--- src/hw/rtl/psa_pkg.sv ---
// ----------------------------------------------------------------------------
// psa_pkg: shared types, constants and helpers
// Payload structs, register indexes, multiplier operand types and the small
// saturation and scroll-remainder functions used by the pointer block.
// ----------------------------------------------------------------------------
`default_nettype none

package psa_pkg;

  localparam int unsigned MAC_A_W    = 32;
  localparam int unsigned MAC_B_W    = 17;
  localparam int unsigned MAC_W      = 49;
  localparam int unsigned CFG_IDX_W  = 3;
  localparam int unsigned CFG_DATA_W = 16;
  localparam int unsigned ROOT_W     = 16;
  localparam int unsigned ROOT_STEPS = 16;
  localparam int unsigned ROOT_CNT_W = $clog2(ROOT_STEPS + 1);

  localparam logic [2:0]         SHIFT_RESET    = 3'd3;
  localparam logic [7:0]         MIN_RESET      = 8'd2;
  localparam logic [7:0]         MAX_RESET      = 8'd32;
  localparam logic [7:0]         GROWTH_RESET   = 8'd32;
  localparam logic [15:0]        MOMENTUM_RESET = 16'd655;
  localparam logic [MAC_A_W-1:0] AVG_RESET      = 32'h0002_0000;
  localparam logic [MAC_B_W-1:0] ONE_Q16        = 17'h1_0000;

  typedef enum logic [CFG_IDX_W-1:0] {
    REG_SHIFT_H  = 3'd0,
    REG_SHIFT_V  = 3'd1,
    REG_MIN      = 3'd2,
    REG_MAX      = 3'd3,
    REG_GROWTH   = 3'd4,
    REG_MOMENTUM = 3'd5
  } reg_idx_e;

  typedef enum logic [2:0] {
    MAC_HOLD = 3'd0,
    MAC_SQX  = 3'd1,
    MAC_SQY  = 3'd2,
    MAC_FACT = 3'd3,
    MAC_MOM  = 3'd4,
    MAC_KEEP = 3'd5,
    MAC_SCX  = 3'd6,
    MAC_SCY  = 3'd7
  } mac_op_e;

  typedef struct packed {
    logic signed [7:0] move_x;
    logic signed [7:0] move_y;
    logic signed [7:0] wheel_h_in;
    logic signed [7:0] wheel_v_in;
    logic              scroll_mode;
  } psa_in_t;

  typedef struct packed {
    logic signed [7:0] out_x;
    logic signed [7:0] out_y;
    logic signed [7:0] out_wheel_h;
    logic signed [7:0] out_wheel_v;
  } psa_out_t;

  typedef struct packed {
    logic               en;
    logic [MAC_A_W-1:0] a;
    logic [MAC_B_W-1:0] b;
    logic [MAC_W-1:0]   c;
  } mac_opnd_t;

  typedef struct packed {
    logic    idle;
    mac_op_e mac_op;
    logic    root_start;
    logic    avg_load;
    logic    x_load;
    logic    scroll_load;
    logic    out_load;
  } psa_ctrl_t;

  typedef struct packed {
    logic in_accept;
    logic scroll;
    logic root_last;
    logic out_free;
  } psa_stat_t;

  typedef struct packed {
    logic signed [8:0] whole;
    logic [7:0]        rest;
  } scroll_res_t;

  function automatic logic [8:0] abs8(logic [7:0] v);
    logic [8:0] w;
    w = {v[7], v};
    return v[7] ? 9'(~w + 9'd1) : w;
  endfunction

  function automatic logic [7:0] sat9(logic signed [8:0] v);
    if (v > 9'sd127) begin
      return 8'h7f;
    end else if (v < -9'sd128) begin
      return 8'h80;
    end
    return v[7:0];
  endfunction

  // magnitude q with sign neg, clipped to int8
  function automatic logic [7:0] sat_mag(logic [23:0] q, logic neg);
    if (neg) begin
      return (q >= 24'd128) ? 8'h80 : 8'(~q[7:0] + 8'd1);
    end
    return (q >= 24'd127) ? 8'h7f : q[7:0];
  endfunction

  // remainder in 1/128 units; integer part truncated toward zero
  function automatic scroll_res_t scroll_axis(logic [7:0] rest, logic [7:0] move,
                                              logic [2:0] shift);
    logic signed [15:0] mv;
    logic signed [15:0] sum;
    logic signed [15:0] adj;
    logic signed [15:0] wx;
    logic signed [15:0] frac;
    scroll_res_t        r;
    mv      = signed'({{8{move[7]}}, move}) <<< (3'd7 - shift);
    sum     = mv + signed'({{8{rest[7]}}, rest});
    adj     = sum[15] ? sum + 16'sd127 : sum;
    r.whole = 9'(adj >>> 7);
    wx      = {{7{r.whole[8]}}, r.whole};
    frac    = sum - (wx <<< 7);
    r.rest  = frac[7:0];
    return r;
  endfunction

endpackage

`default_nettype wire

--- src/hw/rtl/psa_mac.sv ---
// ----------------------------------------------------------------------------
// psa_mac: shared multiply-accumulate unit
// One 32x17 multiplier and a 49-bit adder, result registered each enabled
// cycle. Every product of the pointer datapath goes through here.
// ----------------------------------------------------------------------------
`default_nettype none

module psa_mac import psa_pkg::*; (
  input  wire logic             clk_i,
  input  wire mac_opnd_t        opnd_i,
  output      logic [MAC_W-1:0] res_o
);

  logic [MAC_W-1:0] prod;
  logic [MAC_W-1:0] res_d, res_q;

  assign prod  = MAC_W'(opnd_i.a) * MAC_W'(opnd_i.b);
  assign res_d = prod + opnd_i.c;

  always_ff @(posedge clk_i) begin
    if (opnd_i.en) begin
      res_q <= res_d;
    end
  end

  assign res_o = res_q;

endmodule

`default_nettype wire

--- src/hw/rtl/psa_root.sv ---
// ----------------------------------------------------------------------------
// psa_root: iterative floor square root
// Restoring bit-pair method, one result bit per cycle, 16-bit root of a
// 32-bit radicand.
// ----------------------------------------------------------------------------
`default_nettype none

module psa_root import psa_pkg::*; (
  input  wire logic              clk_i,
  input  wire logic              rst_ni,
  input  wire logic              start_i,
  input  wire logic [31:0]       val_i,
  output      logic              last_o,
  output      logic [ROOT_W-1:0] root_o
);

  logic [31:0]           rem_d, rem_q;
  logic [31:0]           r_d, r_q;
  logic [31:0]           bit_d, bit_q;
  logic [ROOT_CNT_W-1:0] cnt_d, cnt_q;
  logic [32:0]           trial;

  assign trial = {1'b0, r_q} + {1'b0, bit_q};

  always_comb begin
    rem_d = rem_q;
    r_d   = r_q;
    bit_d = bit_q;
    cnt_d = cnt_q;
    if (start_i) begin
      rem_d = val_i;
      r_d   = '0;
      bit_d = 32'h4000_0000;
      cnt_d = ROOT_CNT_W'(ROOT_STEPS);
    end else if (cnt_q != '0) begin
      if ({1'b0, rem_q} >= trial) begin
        rem_d = rem_q - trial[31:0];
        r_d   = (r_q >> 1) + bit_q;
      end else begin
        r_d   = r_q >> 1;
      end
      bit_d = bit_q >> 2;
      cnt_d = cnt_q - ROOT_CNT_W'(1);
    end
  end

  always_ff @(posedge clk_i or negedge rst_ni) begin
    if (!rst_ni) begin
      cnt_q <= '0;
    end else begin
      cnt_q <= cnt_d;
    end
  end

  always_ff @(posedge clk_i) begin
    rem_q <= rem_d;
    r_q   <= r_d;
    bit_q <= bit_d;
  end

  assign last_o = (cnt_q == ROOT_CNT_W'(1));
  assign root_o = r_q[ROOT_W-1:0];

endmodule

`default_nettype wire

--- src/hw/rtl/psa_ctrl.sv ---
// ----------------------------------------------------------------------------
// psa_ctrl: sequencer
// Steps an acceleration report through the shared multiplier and root unit,
// a scroll report straight to its load; then waits for a free output register.
// ----------------------------------------------------------------------------
`default_nettype none

module psa_ctrl import psa_pkg::*; (
  input  wire logic      clk_i,
  input  wire logic      rst_ni,
  input  wire psa_stat_t stat_i,
  output      psa_ctrl_t ctrl_o
);

  typedef enum logic [12:0] {
    ST_IDLE   = 13'b0_0000_0000_0001,
    ST_SQX    = 13'b0_0000_0000_0010,
    ST_SQY    = 13'b0_0000_0000_0100,
    ST_RSTART = 13'b0_0000_0000_1000,
    ST_RWAIT  = 13'b0_0000_0001_0000,
    ST_FACT   = 13'b0_0000_0010_0000,
    ST_MOM    = 13'b0_0000_0100_0000,
    ST_KEEP   = 13'b0_0000_1000_0000,
    ST_AVG    = 13'b0_0001_0000_0000,
    ST_SCX    = 13'b0_0010_0000_0000,
    ST_SCY    = 13'b0_0100_0000_0000,
    ST_SCROLL = 13'b0_1000_0000_0000,
    ST_DONE   = 13'b1_0000_0000_0000
  } state_e;

  state_e state_d, state_q;

  always_comb begin
    state_d            = state_q;
    ctrl_o             = '0;
    ctrl_o.mac_op      = MAC_HOLD;
    case (state_q)
      ST_IDLE: begin
        ctrl_o.idle = 1'b1;
        if (stat_i.in_accept) begin
          state_d = stat_i.scroll ? ST_SCROLL : ST_SQX;
        end
      end
      ST_SQX: begin
        ctrl_o.mac_op = MAC_SQX;
        state_d       = ST_SQY;
      end
      ST_SQY: begin
        ctrl_o.mac_op = MAC_SQY;
        state_d       = ST_RSTART;
      end
      ST_RSTART: begin
        ctrl_o.root_start = 1'b1;
        state_d           = ST_RWAIT;
      end
      ST_RWAIT: begin
        if (stat_i.root_last) begin
          state_d = ST_FACT;
        end
      end
      ST_FACT: begin
        ctrl_o.mac_op = MAC_FACT;
        state_d       = ST_MOM;
      end
      ST_MOM: begin
        ctrl_o.mac_op = MAC_MOM;
        state_d       = ST_KEEP;
      end
      ST_KEEP: begin
        ctrl_o.mac_op = MAC_KEEP;
        state_d       = ST_AVG;
      end
      ST_AVG: begin
        ctrl_o.avg_load = 1'b1;
        state_d         = ST_SCX;
      end
      ST_SCX: begin
        ctrl_o.mac_op = MAC_SCX;
        state_d       = ST_SCY;
      end
      ST_SCY: begin
        ctrl_o.mac_op = MAC_SCY;
        ctrl_o.x_load = 1'b1;
        state_d       = ST_DONE;
      end
      ST_SCROLL: begin
        ctrl_o.scroll_load = 1'b1;
        state_d            = ST_DONE;
      end
      ST_DONE: begin
        if (stat_i.out_free) begin
          ctrl_o.out_load = 1'b1;
          state_d         = ST_IDLE;
        end
      end
      default: begin
        state_d = ST_IDLE;
      end
    endcase
  end

  always_ff @(posedge clk_i or negedge rst_ni) begin
    if (!rst_ni) begin
      state_q <= ST_IDLE;
    end else begin
      state_q <= state_d;
    end
  end

endmodule

`default_nettype wire

--- src/hw/rtl/pointer_scroll_and_acceleration.sv ---
// ----------------------------------------------------------------------------
// pointer_scroll_and_acceleration: drag-scroll and pointer acceleration
// One mouse report in, one report out. Scroll mode turns movement into
// wheel counts with fractional carry; otherwise movement is scaled by a
// moving-average factor driven by the movement length.
//
//   channel  signals                                    direction
//   in       in_valid_i  in_stall_o  in_data_i          report in
//   out      out_valid_o out_stall_i out_data_o         report out
//   cfg      cfg_we_i    cfg_idx_i   cfg_wdata_i        register write
//
// An acceleration report passes through the 16-step square root and
// seven times through the shared 32x17 multiplier; a scroll report
// uses neither and goes straight to its result register.
// Input is taken only while the sequencer idles; a finished report waits in
// the output register and the next report can be accepted meanwhile.
// Reset restores register defaults, clears remainders, average = 2.0.
// ----------------------------------------------------------------------------
`default_nettype none

module pointer_scroll_and_acceleration import psa_pkg::*; (
  input  wire logic                  clk_i,
  input  wire logic                  rst_ni,
  input  wire logic                  in_valid_i,
  output      logic                  in_stall_o,
  input  wire psa_in_t               in_data_i,
  output      logic                  out_valid_o,
  input  wire logic                  out_stall_i,
  output      psa_out_t              out_data_o,
  input  wire logic                  cfg_we_i,
  input  wire logic [CFG_IDX_W-1:0]  cfg_idx_i,
  input  wire logic [CFG_DATA_W-1:0] cfg_wdata_i
);

  psa_ctrl_t ctrl;
  psa_stat_t stat;
  mac_opnd_t opnd;

  logic [MAC_W-1:0]  res;
  logic [ROOT_W-1:0] root;
  logic              root_last;

  logic [2:0]  shift_h_q, shift_v_q;
  logic [7:0]  min_q, max_q, growth_q;
  logic [15:0] mom_q;

  logic [7:0]         rest_h_q, rest_v_q;
  logic [MAC_A_W-1:0] avg_q;
  logic [MAC_A_W-1:0] sel_q;
  logic [MAC_A_W-1:0] avg_new;
  logic [MAC_A_W-1:0] cap;

  psa_in_t  item_q;
  psa_out_t rslt_q;
  psa_out_t out_d, out_q;
  logic     out_valid_q;

  logic [8:0]        ax, ay;
  scroll_res_t       scr_h, scr_v;
  logic signed [8:0] neg_h;
  logic              in_accept;
  logic              out_free;

  assign in_accept = in_valid_i && ctrl.idle;
  assign out_free  = !out_valid_q || !out_stall_i;

  assign stat.in_accept = in_accept;
  assign stat.scroll    = in_data_i.scroll_mode;
  assign stat.root_last = root_last;
  assign stat.out_free  = out_free;

  psa_ctrl u_ctrl (
    .clk_i  (clk_i),
    .rst_ni (rst_ni),
    .stat_i (stat),
    .ctrl_o (ctrl)
  );

  psa_root u_root (
    .clk_i   (clk_i),
    .rst_ni  (rst_ni),
    .start_i (ctrl.root_start),
    .val_i   ({res[15:0], 16'h0000}),
    .last_o  (root_last),
    .root_o  (root)
  );

  psa_mac u_mac (
    .clk_i  (clk_i),
    .opnd_i (opnd),
    .res_o  (res)
  );

  assign ax = abs8(item_q.move_x);
  assign ay = abs8(item_q.move_y);

  // operand routing for the shared multiplier
  always_comb begin
    opnd    = '0;
    opnd.en = 1'b1;
    case (ctrl.mac_op)
      MAC_SQX: begin
        opnd.a = MAC_A_W'(ax);
        opnd.b = MAC_B_W'(ax);
      end
      MAC_SQY: begin
        opnd.a = MAC_A_W'(ay);
        opnd.b = MAC_B_W'(ay);
        opnd.c = res;
      end
      MAC_FACT: begin
        // growth*len + min*256; the factor is this times 256
        opnd.a = MAC_A_W'(root);
        opnd.b = MAC_B_W'(growth_q);
        opnd.c = MAC_W'({min_q, 8'h00});
      end
      MAC_MOM: begin
        opnd.a = {res[23:0], 8'h00};
        opnd.b = MAC_B_W'(mom_q);
      end
      MAC_KEEP: begin
        opnd.a = avg_q;
        opnd.b = ONE_Q16 - MAC_B_W'(mom_q);
        opnd.c = res;
      end
      MAC_SCX: begin
        opnd.a = sel_q;
        opnd.b = MAC_B_W'(ax);
      end
      MAC_SCY: begin
        opnd.a = sel_q;
        opnd.b = MAC_B_W'(ay);
      end
      default: begin
        opnd.en = 1'b0;
      end
    endcase
  end

  assign avg_new = res[47:16];
  assign cap     = {8'h00, max_q, 16'h0000};

  assign scr_h = scroll_axis(rest_h_q, item_q.move_x, shift_h_q);
  assign scr_v = scroll_axis(rest_v_q, item_q.move_y, shift_v_q);
  assign neg_h = -scr_h.whole;

  always_ff @(posedge clk_i or negedge rst_ni) begin
    if (!rst_ni) begin
      shift_h_q <= SHIFT_RESET;
      shift_v_q <= SHIFT_RESET;
      min_q     <= MIN_RESET;
      max_q     <= MAX_RESET;
      growth_q  <= GROWTH_RESET;
      mom_q     <= MOMENTUM_RESET;
    end else if (cfg_we_i) begin
      case (cfg_idx_i)
        REG_SHIFT_H:  shift_h_q <= cfg_wdata_i[2:0];
        REG_SHIFT_V:  shift_v_q <= cfg_wdata_i[2:0];
        REG_MIN:      min_q     <= cfg_wdata_i[7:0];
        REG_MAX:      max_q     <= cfg_wdata_i[7:0];
        REG_GROWTH:   growth_q  <= cfg_wdata_i[7:0];
        REG_MOMENTUM: mom_q     <= cfg_wdata_i;
        default: ;
      endcase
    end
  end

  always_ff @(posedge clk_i or negedge rst_ni) begin
    if (!rst_ni) begin
      rest_h_q <= '0;
      rest_v_q <= '0;
      avg_q    <= AVG_RESET;
    end else begin
      if (ctrl.scroll_load) begin
        rest_h_q <= scr_h.rest;
        rest_v_q <= scr_v.rest;
      end
      if (ctrl.avg_load) begin
        avg_q <= avg_new;
      end
    end
  end

  always_ff @(posedge clk_i) begin
    if (in_accept) begin
      item_q <= in_data_i;
    end
    if (ctrl.avg_load) begin
      // strictly above the cap: scale by the cap register instead
      sel_q <= (avg_new > cap) ? cap : avg_new;
    end
    if (ctrl.scroll_load) begin
      rslt_q.out_x       <= '0;
      rslt_q.out_y       <= '0;
      rslt_q.out_wheel_h <= sat9(neg_h);
      rslt_q.out_wheel_v <= sat9(scr_v.whole);
    end
    if (ctrl.x_load) begin
      rslt_q.out_x       <= sat_mag(res[39:16], item_q.move_x[7]);
      rslt_q.out_y       <= '0;
      rslt_q.out_wheel_h <= item_q.wheel_h_in;
      rslt_q.out_wheel_v <= item_q.wheel_v_in;
    end
    if (ctrl.out_load) begin
      out_q <= out_d;
    end
  end

  always_comb begin
    out_d = rslt_q;
    if (!item_q.scroll_mode) begin
      out_d.out_y = sat_mag(res[39:16], item_q.move_y[7]);
    end
  end

  always_ff @(posedge clk_i or negedge rst_ni) begin
    if (!rst_ni) begin
      out_valid_q <= 1'b0;
    end else if (ctrl.out_load) begin
      out_valid_q <= 1'b1;
    end else if (!out_stall_i) begin
      out_valid_q <= 1'b0;
    end
  end

  assign in_stall_o  = !ctrl.idle;
  assign out_valid_o = out_valid_q;
  assign out_data_o  = out_q;

endmodule

`default_nettype wire

--- config.mk ---
export PLATFORM = sky130hd
export DESIGN_NAME = pointer_scroll_and_acceleration
export DESIGN_NICKNAME = d
export VERILOG_FILES = /design/src/hw/rtl/psa_pkg.sv /design/src/hw/rtl/psa_mac.sv /design/src/hw/rtl/psa_root.sv /design/src/hw/rtl/psa_ctrl.sv /design/src/hw/rtl/pointer_scroll_and_acceleration.sv
export SDC_FILE = /design/constraint.sdc
export NUM_CORES = 2
export LEC_CHECK = 0
export CAP_MARGIN = 20
export CORE_MARGIN = 5
export CORE_UTILIZATION = 55
export CTS_CLUSTER_SIZE = 40
export DETAILED_ROUTE_END_ITERATION = 10
export DONT_BUFFER_PORTS = 1
export HOLD_SLACK_MARGIN = 0.1
export PLACE_DENSITY = 0.74
export SLEW_MARGIN = 20
export SYNTH_ARGS = -nofsm -noshare
export SYNTH_HDL_FRONTEND = slang
export SYNTH_SLANG_ARGS = --single-unit
--- constraint.sdc ---
create_clock -name clk_i -period 24.2 [get_ports clk_i]
set_clock_uncertainty 0.15 [all_clocks]
set_input_delay 0 -clock clk_i [delete_from_list [all_inputs] [get_ports clk_i]]
set_output_delay 0 -clock clk_i [all_outputs]
set_load 0.01 [all_outputs]
======== Word level (Yosys, flattened, before mapping) ========
Index checks and enable logic that the tools add are counted.
word-level totals
  register bits after elaboration ......... 363
  bits of input ports ..................... 57
cells by class
  add/subtract/negate cells ............... 18
  multiply operators ...................... 1
  $lt $le $gt $ge ......................... 8
  equal/unequal tests ..................... 30
  shift-type cells ........................ 2
  mux-type cells .......................... 53
  bitwise gates (word level) .............. 3
  reductions and logical operators ........ 22
operator list
  cell                                                                count
  case mux 49 bit (7 select lines)                                    1
  2-to-1 mux 32 bit                                                   6
  case mux 13 bit (12 select lines)                                   1
  case mux 49 bit (2 select lines)                                    1
  2-to-1 mux 8 bit                                                    12
  adder 49 bit                                                        1
  multiplier 32 x 17 -> 49 bit                                        1
  2-to-1 mux 13 bit                                                   3
  adder 32 x 31 -> 33 bit                                             1
  greater-or-equal comparator 32 x 33 -> 1 bit                        1
  adder 16 x 8 -> 16 bit                                              2
  adder 16 x 8 -> 16 bit, second input constant                       2
  adder 31 x 31 -> 32 bit                                             1
  > comparator 32 x 24 -> 1 bit                                       1
  2-to-1 mux 16 bit                                                   2
  <<< shifter 8 x 3 -> 16 bit                                         2
  subtractor 32 bit                                                   1
  greater-or-equal comparator 24 x 7 -> 1 bit, second input constant  1
  greater-or-equal comparator 24 x 8 -> 1 bit, second input constant  1
  2-to-1 mux 24 bit                                                   1
  case mux 3 bit (7 select lines)                                     1
  2-to-1 mux 1 bit                                                    20
  adder 9 x 1 -> 9 bit, second input constant                         2
  == test 3 bit, second input constant                                6
  other kinds (41)                                                    66

======== Longest topological paths before layout ========
  depth in word-level cells ............... 13
  mapped depth ............................ 39

======== Modules after synthesis ========
From an unflattened synthesis, not the netlist that was laid out.
second synthesis, totals
  cell total of the unflattened synthesis .. 4551
  area total of the unflattened synthesis .. 41895.2 um^2
by module, submodules not included
  module                           times used  cells an instance  area an instance (um^2)
  psa_mac                          1           2215               20010.4
  pointer_scroll_and_acceleration  1           1346               13589.3
  psa_root                         1           891                7368.3
  psa_ctrl                         1           99                 927.1

======== Worst setup path after synthesis ========
Ideal clock, no wire load.
  path kind ............................... reg2reg
  start ................................... register u_ctrl.state_q[4]
  end ..................................... register u_mac.res_q[44] (netlist: u_mac.res_o[44]) (data pin)
  library setup time ...................... 259 ps
  data arrival time ....................... 8405 ps
  slack ................................... 15386 ps
  cell stages (with the launch flop) ...... 37
  clock period less this slack ............ 8814 ps
  cell sequence ........................... dfrtp_1 -> buf_6 -> or3_4 -> nor3_2 -> nand2_1 -> or3_1 -> or3b_1 -> buf_2 -> inv_2 -> buf_4 -> nor2_1 -> buf_2 -> nor2_2 -> buf_2 -> nand2_1 -> fa_1 -> inv_1 -> fa_1 -> fa_1 -> fa_1 -> fa_1 -> inv_1 -> fa_1 -> inv_1 -> ha_1 -> clkbuf_1 -> a21o_1 -> a21o_1 -> a211oi_1 -> nor2_1 -> or3_1 -> o211ai_1 -> o211a_1 -> o21ai_1 -> or3b_2 -> a21boi_0 -> o31a_1
on the way
  longest elaborated chain between the ends .. 6
ends and longest elaborated chain
  item                                                                                     RTL line                                               source
  from (decl)                                                                              psa_ctrl.sv:31                                         state_e state_d, state_q;
  from (signal assigned)                                                                   psa_ctrl.sv:106                                        state_q <= state_d;
  == test 13 x 11 -> 1 bit, or another cell as far along                                   psa_ctrl.sv:37                                         case (state_q)
  case mux 3 bit (7 select lines) *                                                        psa_ctrl.sv:37
  == test 3 bit, or another cell as far along                                              pointer_scroll_and_acceleration.sv:101                 case (ctrl.mac_op)
  case mux 49 bit (7 select lines) / OR reduction 2 bit (equally long branches)            --
  multiplier 32 x 17 -> 49 bit / case mux 49 bit (2 select lines) (equally long branches)  psa_mac.sv:17, pointer_scroll_and_acceleration.sv:101
  adder 49 bit *                                                                           psa_mac.sv:18                                          assign res_d = prod + opnd_i.c;
  named net u_mac.res_d[44]                                                                psa_mac.sv:15                                          logic [MAC_W-1:0] res_d, res_q;
  to (signal assigned)                                                                     psa_mac.sv:22                                          res_q <= res_d;
  to (decl)                                                                                psa_mac.sv:15
The timed path passes the listed nets; every way through them passes the cells marked *.
A chain may end at the register's enable or synchronous reset.

======== Final worst setup path ========
  start ................................... register u_ctrl.state_q[4]
  end ..................................... register u_mac.res_q[41] (netlist: u_mac.res_o[41]) (data pin)
The elaborated chain is that of the path after synthesis.

==> summary.md <==
| Metric | Value |
|---|---|
| CTS sink cnt | `roughly 360` |
| CP endpoint kind | `flop` |
| CP top delay family | `adder cells` |
| Worst slew pin tran | `1.19 ns` |
| Tcrit/Tclk final | `0.466` |
| Final nets | `approximately 5100` |
| Final setup violation count | `0` |
| Hold Violations, Final | `0` |
| Vias in the first global route | `roughly 33000` |
| Placeable Area | `71400 um^2` |
| Routed vias | `32300` |
| Via-per-instance ratio | `6.06` |
| Clock tree buffer depth | `3` |
| Time the worst path needs with I/O delays and setup | `11.27 ns` |
| Initial antenna violation count | `9` |
| RSZ-0062 raised after global routing | `false` |
| H-tree depth | `2` |
| Area of the mapped netlist | `39600 um^2` |
| Die height | `278 um` |
| Layout cell share with drive strength beyond 1 | `0.0716` |
| Total Neg Setup Slack | `0 ns` |
| Ys Warns | `0` |
| First-pass GRT wire length | `185000 um` |
| Max-slew headroom | `0.199` |
| CP bufs+invs | `4` |
| All-Layer GR Usage | `0.302` |
| Fin cells | `5325` |
| Critical path class | `flop to flop` |
| CTS tree | `built` |
| Root Driver | `clkbuf_16` |
| Worst slack, placed | `13.30 ns` |
| Fraction of the yosys area taken by sequential cells | `0.245` |
| Crit path max fanout | `between 40 and 50` |
| Wirelength, routed | `118000 um` |
| Crit start category | `flop` |
| Final slew viol count | `0` |
| Crit-path slowest cell | `inv_2` |
| P&R area growth vs syn | `8.60%` |
| Placer Congestion | `0.972` |
| Peak VDD IR | `about 83 uV` |
| DRC viols | `0` |
| Worst EP arrival | `11.45 ns` |
| Top_reg_cell synth | `edfxtp_1` |
| R2R Setup Slk | `12.93 ns` |
| Pleak | `19.4 nW` |
| Largest stage delay on the critical path | `0.86 ns` |
| I/O Pins | `91` |
| Clock transition at path regs | `0.07 ns` |
| Worst Hold Depth | `4` |
| Avg Synthesized Cell Area | `a little over 9 um^2` |
| Worst Path Required | `24.38 ns` |
| Most common cell after layout, fill and taps aside | `inv_1` |
| RR Endpoint | `u_mac.res_o[41]` |
| Wire per inst | `22.1 um` |
| Outcome | `completed` |
| FMAX | `slightly below 90 MHz` |
| Dpl cell area | `40400 um^2` |
| Gates resized, CTS repair | `0` |
| Cell count after synthesis | `4322` |
| Hold Path Sink | `shift_h_q[2]` |
| Power per Cell Area | `76.3 nW/um^2` |
| Postcts setup bufs | `0` |
| Most Frequent Cell on Critical Path | `fa_1` |
| Initial Util | `0.554` |
| Post-route setup slack | `12.93 ns` |
| Async SR Flop Fraction | `0.312` |
| Grt ovf | `0` |
| EDFF count, synth | `185` |
| Dpl cells | `5134` |
| CTS Buf Count | `between 40 and 50` |
| Worst r2r path cells | `32` |
| Die area | `between 70000 and 80000 um^2` |
| #FFs+latches synth | `362` |
| Antenna-violating nets left | `0` |
| Hpwl dp | `87500 um` |
| Most frequent cells in the layout | `inv_1 (646), nand2_1 (560), fa_1 (498)` |
| Clk_lat worst skew | `roughly 0.60 ns` |
| DR pass1 iterations | `8` |
| Post-layout instance area | `43000 um^2` |
| # Max-Cap Violations | `0` |
| Starting DRT DRC Count | `about 3500` |
| Hold Path Origin | `cfg_idx_i[1]` |
| IO buf count | `0` |
| Rows | `98` |
| Worst Hold Class | `primary input to flop` |
| Power, Total | `3.28 mW` |
| Synth unique cells | `98` |
| Worst R2R Start | `u_ctrl.state_q[4]` |
| Width of the die | `278 um` |
| Largest net degree at the start of global routing | `99` |
==> registers in the layout, indices dropped and copies added, names as in the netlist <==
name and flops:
u_root.cnt_q 5, min_q 8, u_root.bit_q 16, rest_h_q 8, out_data_o 32, out_d 24
u_root.rem_q 32, shift_h_q 3, rest_v_q 8, item_q 33, max_q 8, shift_v_q 3
u_root.r_q 32, u_mac.res_o 48, growth_q 8, out_valid_o 1, sel_q 32, mom_q 16
avg_q 32, u_ctrl.state_q 13
==> layout make-up <==
type | count | area [um^2]
fill | 5985 | 28400
antenna | 4 | 10.0
sequential | 362 | 9680
clock inverter | 23 | 226
timing repair buffer | 160 | 1520
inverter | 649 | 2440
clock buffer | 53 | 1140
tap | 950 | 1190
multi-input combinational | 3124 | 26700
==> power by group <==
group          switching (mW)  internal [mW]
logic                    1.01          0.658
clock network           0.285          0.360
registers               0.141          0.824
==> cells in the mapped netlist (10+ instances only) <==
cell,n,area (um^2)
buf_4,11,82.6
nor4_1,21,131
or3_1,30,188
a221o_1,12,120
xnor2_1,96,841
dfxtp_1,64,1280
ha_1,226,2830
nor2b_1,31,194
o21bai_1,23,173
fa_1,498,9970
buf_2,43,215
dfrtp_1,98,2450
nand2_1,560,2100
xor2_1,71,622
o21a_1,24,180
a211oi_1,47,353
nor3_1,85,425
nand3_1,36,180
nand2b_1,57,357
and2_1,57,357
dfstp_2,15,394
a22oi_1,34,255
clkbuf_1,129,484
a31oi_1,35,219
nor3b_1,17,128
o31ai_1,14,105
a22o_1,12,105
a21o_1,49,368
o21ai_0,149,746
nor2_1,417,1570
a221oi_1,10,87.6
o211ai_1,15,113
nor2_2,23,144
mux2i_1,24,240
a21oi_1,156,781
edfxtp_1,185,5560
inv_1,646,2420
mux2_2,94,1060
nand4_1,16,100
==> worst max-delay path by stage <==
stage / start / end / slack [ns] / cells after the start
4_1_cts: u_ctrl.state_q[4] / u_mac.res_o[41] / 13.22 / 30
3_5_place_dp: u_ctrl.state_q[4] / u_mac.res_o[41] / 13.30 / 30
2_1_floorplan: u_ctrl.state_q[4] / u_mac.res_o[44] / 15.39 / 36
5_1_grt: u_ctrl.state_q[4] / u_mac.res_o[41] / 12.52 / 32
3_3_place_gp: u_ctrl.state_q[4] / u_mac.res_o[41] / 13.50 / 30
6_report: u_ctrl.state_q[4] / u_mac.res_o[41] / 12.93 / 32
==> cell families (layout without fill, tap and decap cells) <==
family	after synthesis	after routing	share of synthesized area
compound gates	679	679	0.113
buf+inv	843	885	0.0833
simple gates	1426	1426	0.165
mux	118	118	0.0328
xor+xnor	167	167	0.0370
fa+ha+maj	726	726	0.324
flops	362	362	0.245
other cells	1	12	0.0000948
==> layer usage <==
layer | up-vias | part of all wire | track usage | wire length (um)
met1 | 15900 | 0.38 | 0.402 | 44800
li1 | 14200 | - | - | -
met3 | 418 | 0.11 | 0.0626 | 12400
met4 | 8 | 0.056 | 0.139 | 6640
met5 | - | 0.00046 | 0 | 54
met2 | 1744 | 0.46 | 0.481 | 53800
==> worst register-to-register path, delay by kind of cell (launching register included) <==
family / cells / cell delay, ns
compound gates: 9 / 2.68
xor+xnor: 2 / 0.30
fa+ha+maj: 7 / 3.50
buf+inv: 4 / 1.02
flops: 1 / 0.48
simple gates: 10 / 2.87
==> timing repair <==
| item | CTS | global route |
|---|---|---|
| endpoints found under the setup margin | 0 | 0 |
| hold endpoints to repair | 262 | 0 |
| hold buffers | 109 | 0 |
==> through the flow <==
stage               utilization  hold WS [ns]
global route              0.602         0.171
global placement          0.566        -0.441
finish                    0.602         0.123
detailed placement        0.566        -0.441
floorplan                     -        -0.446
CTS                       0.601         0.107
No activity file was read; power rests on OpenSTA's default activity.
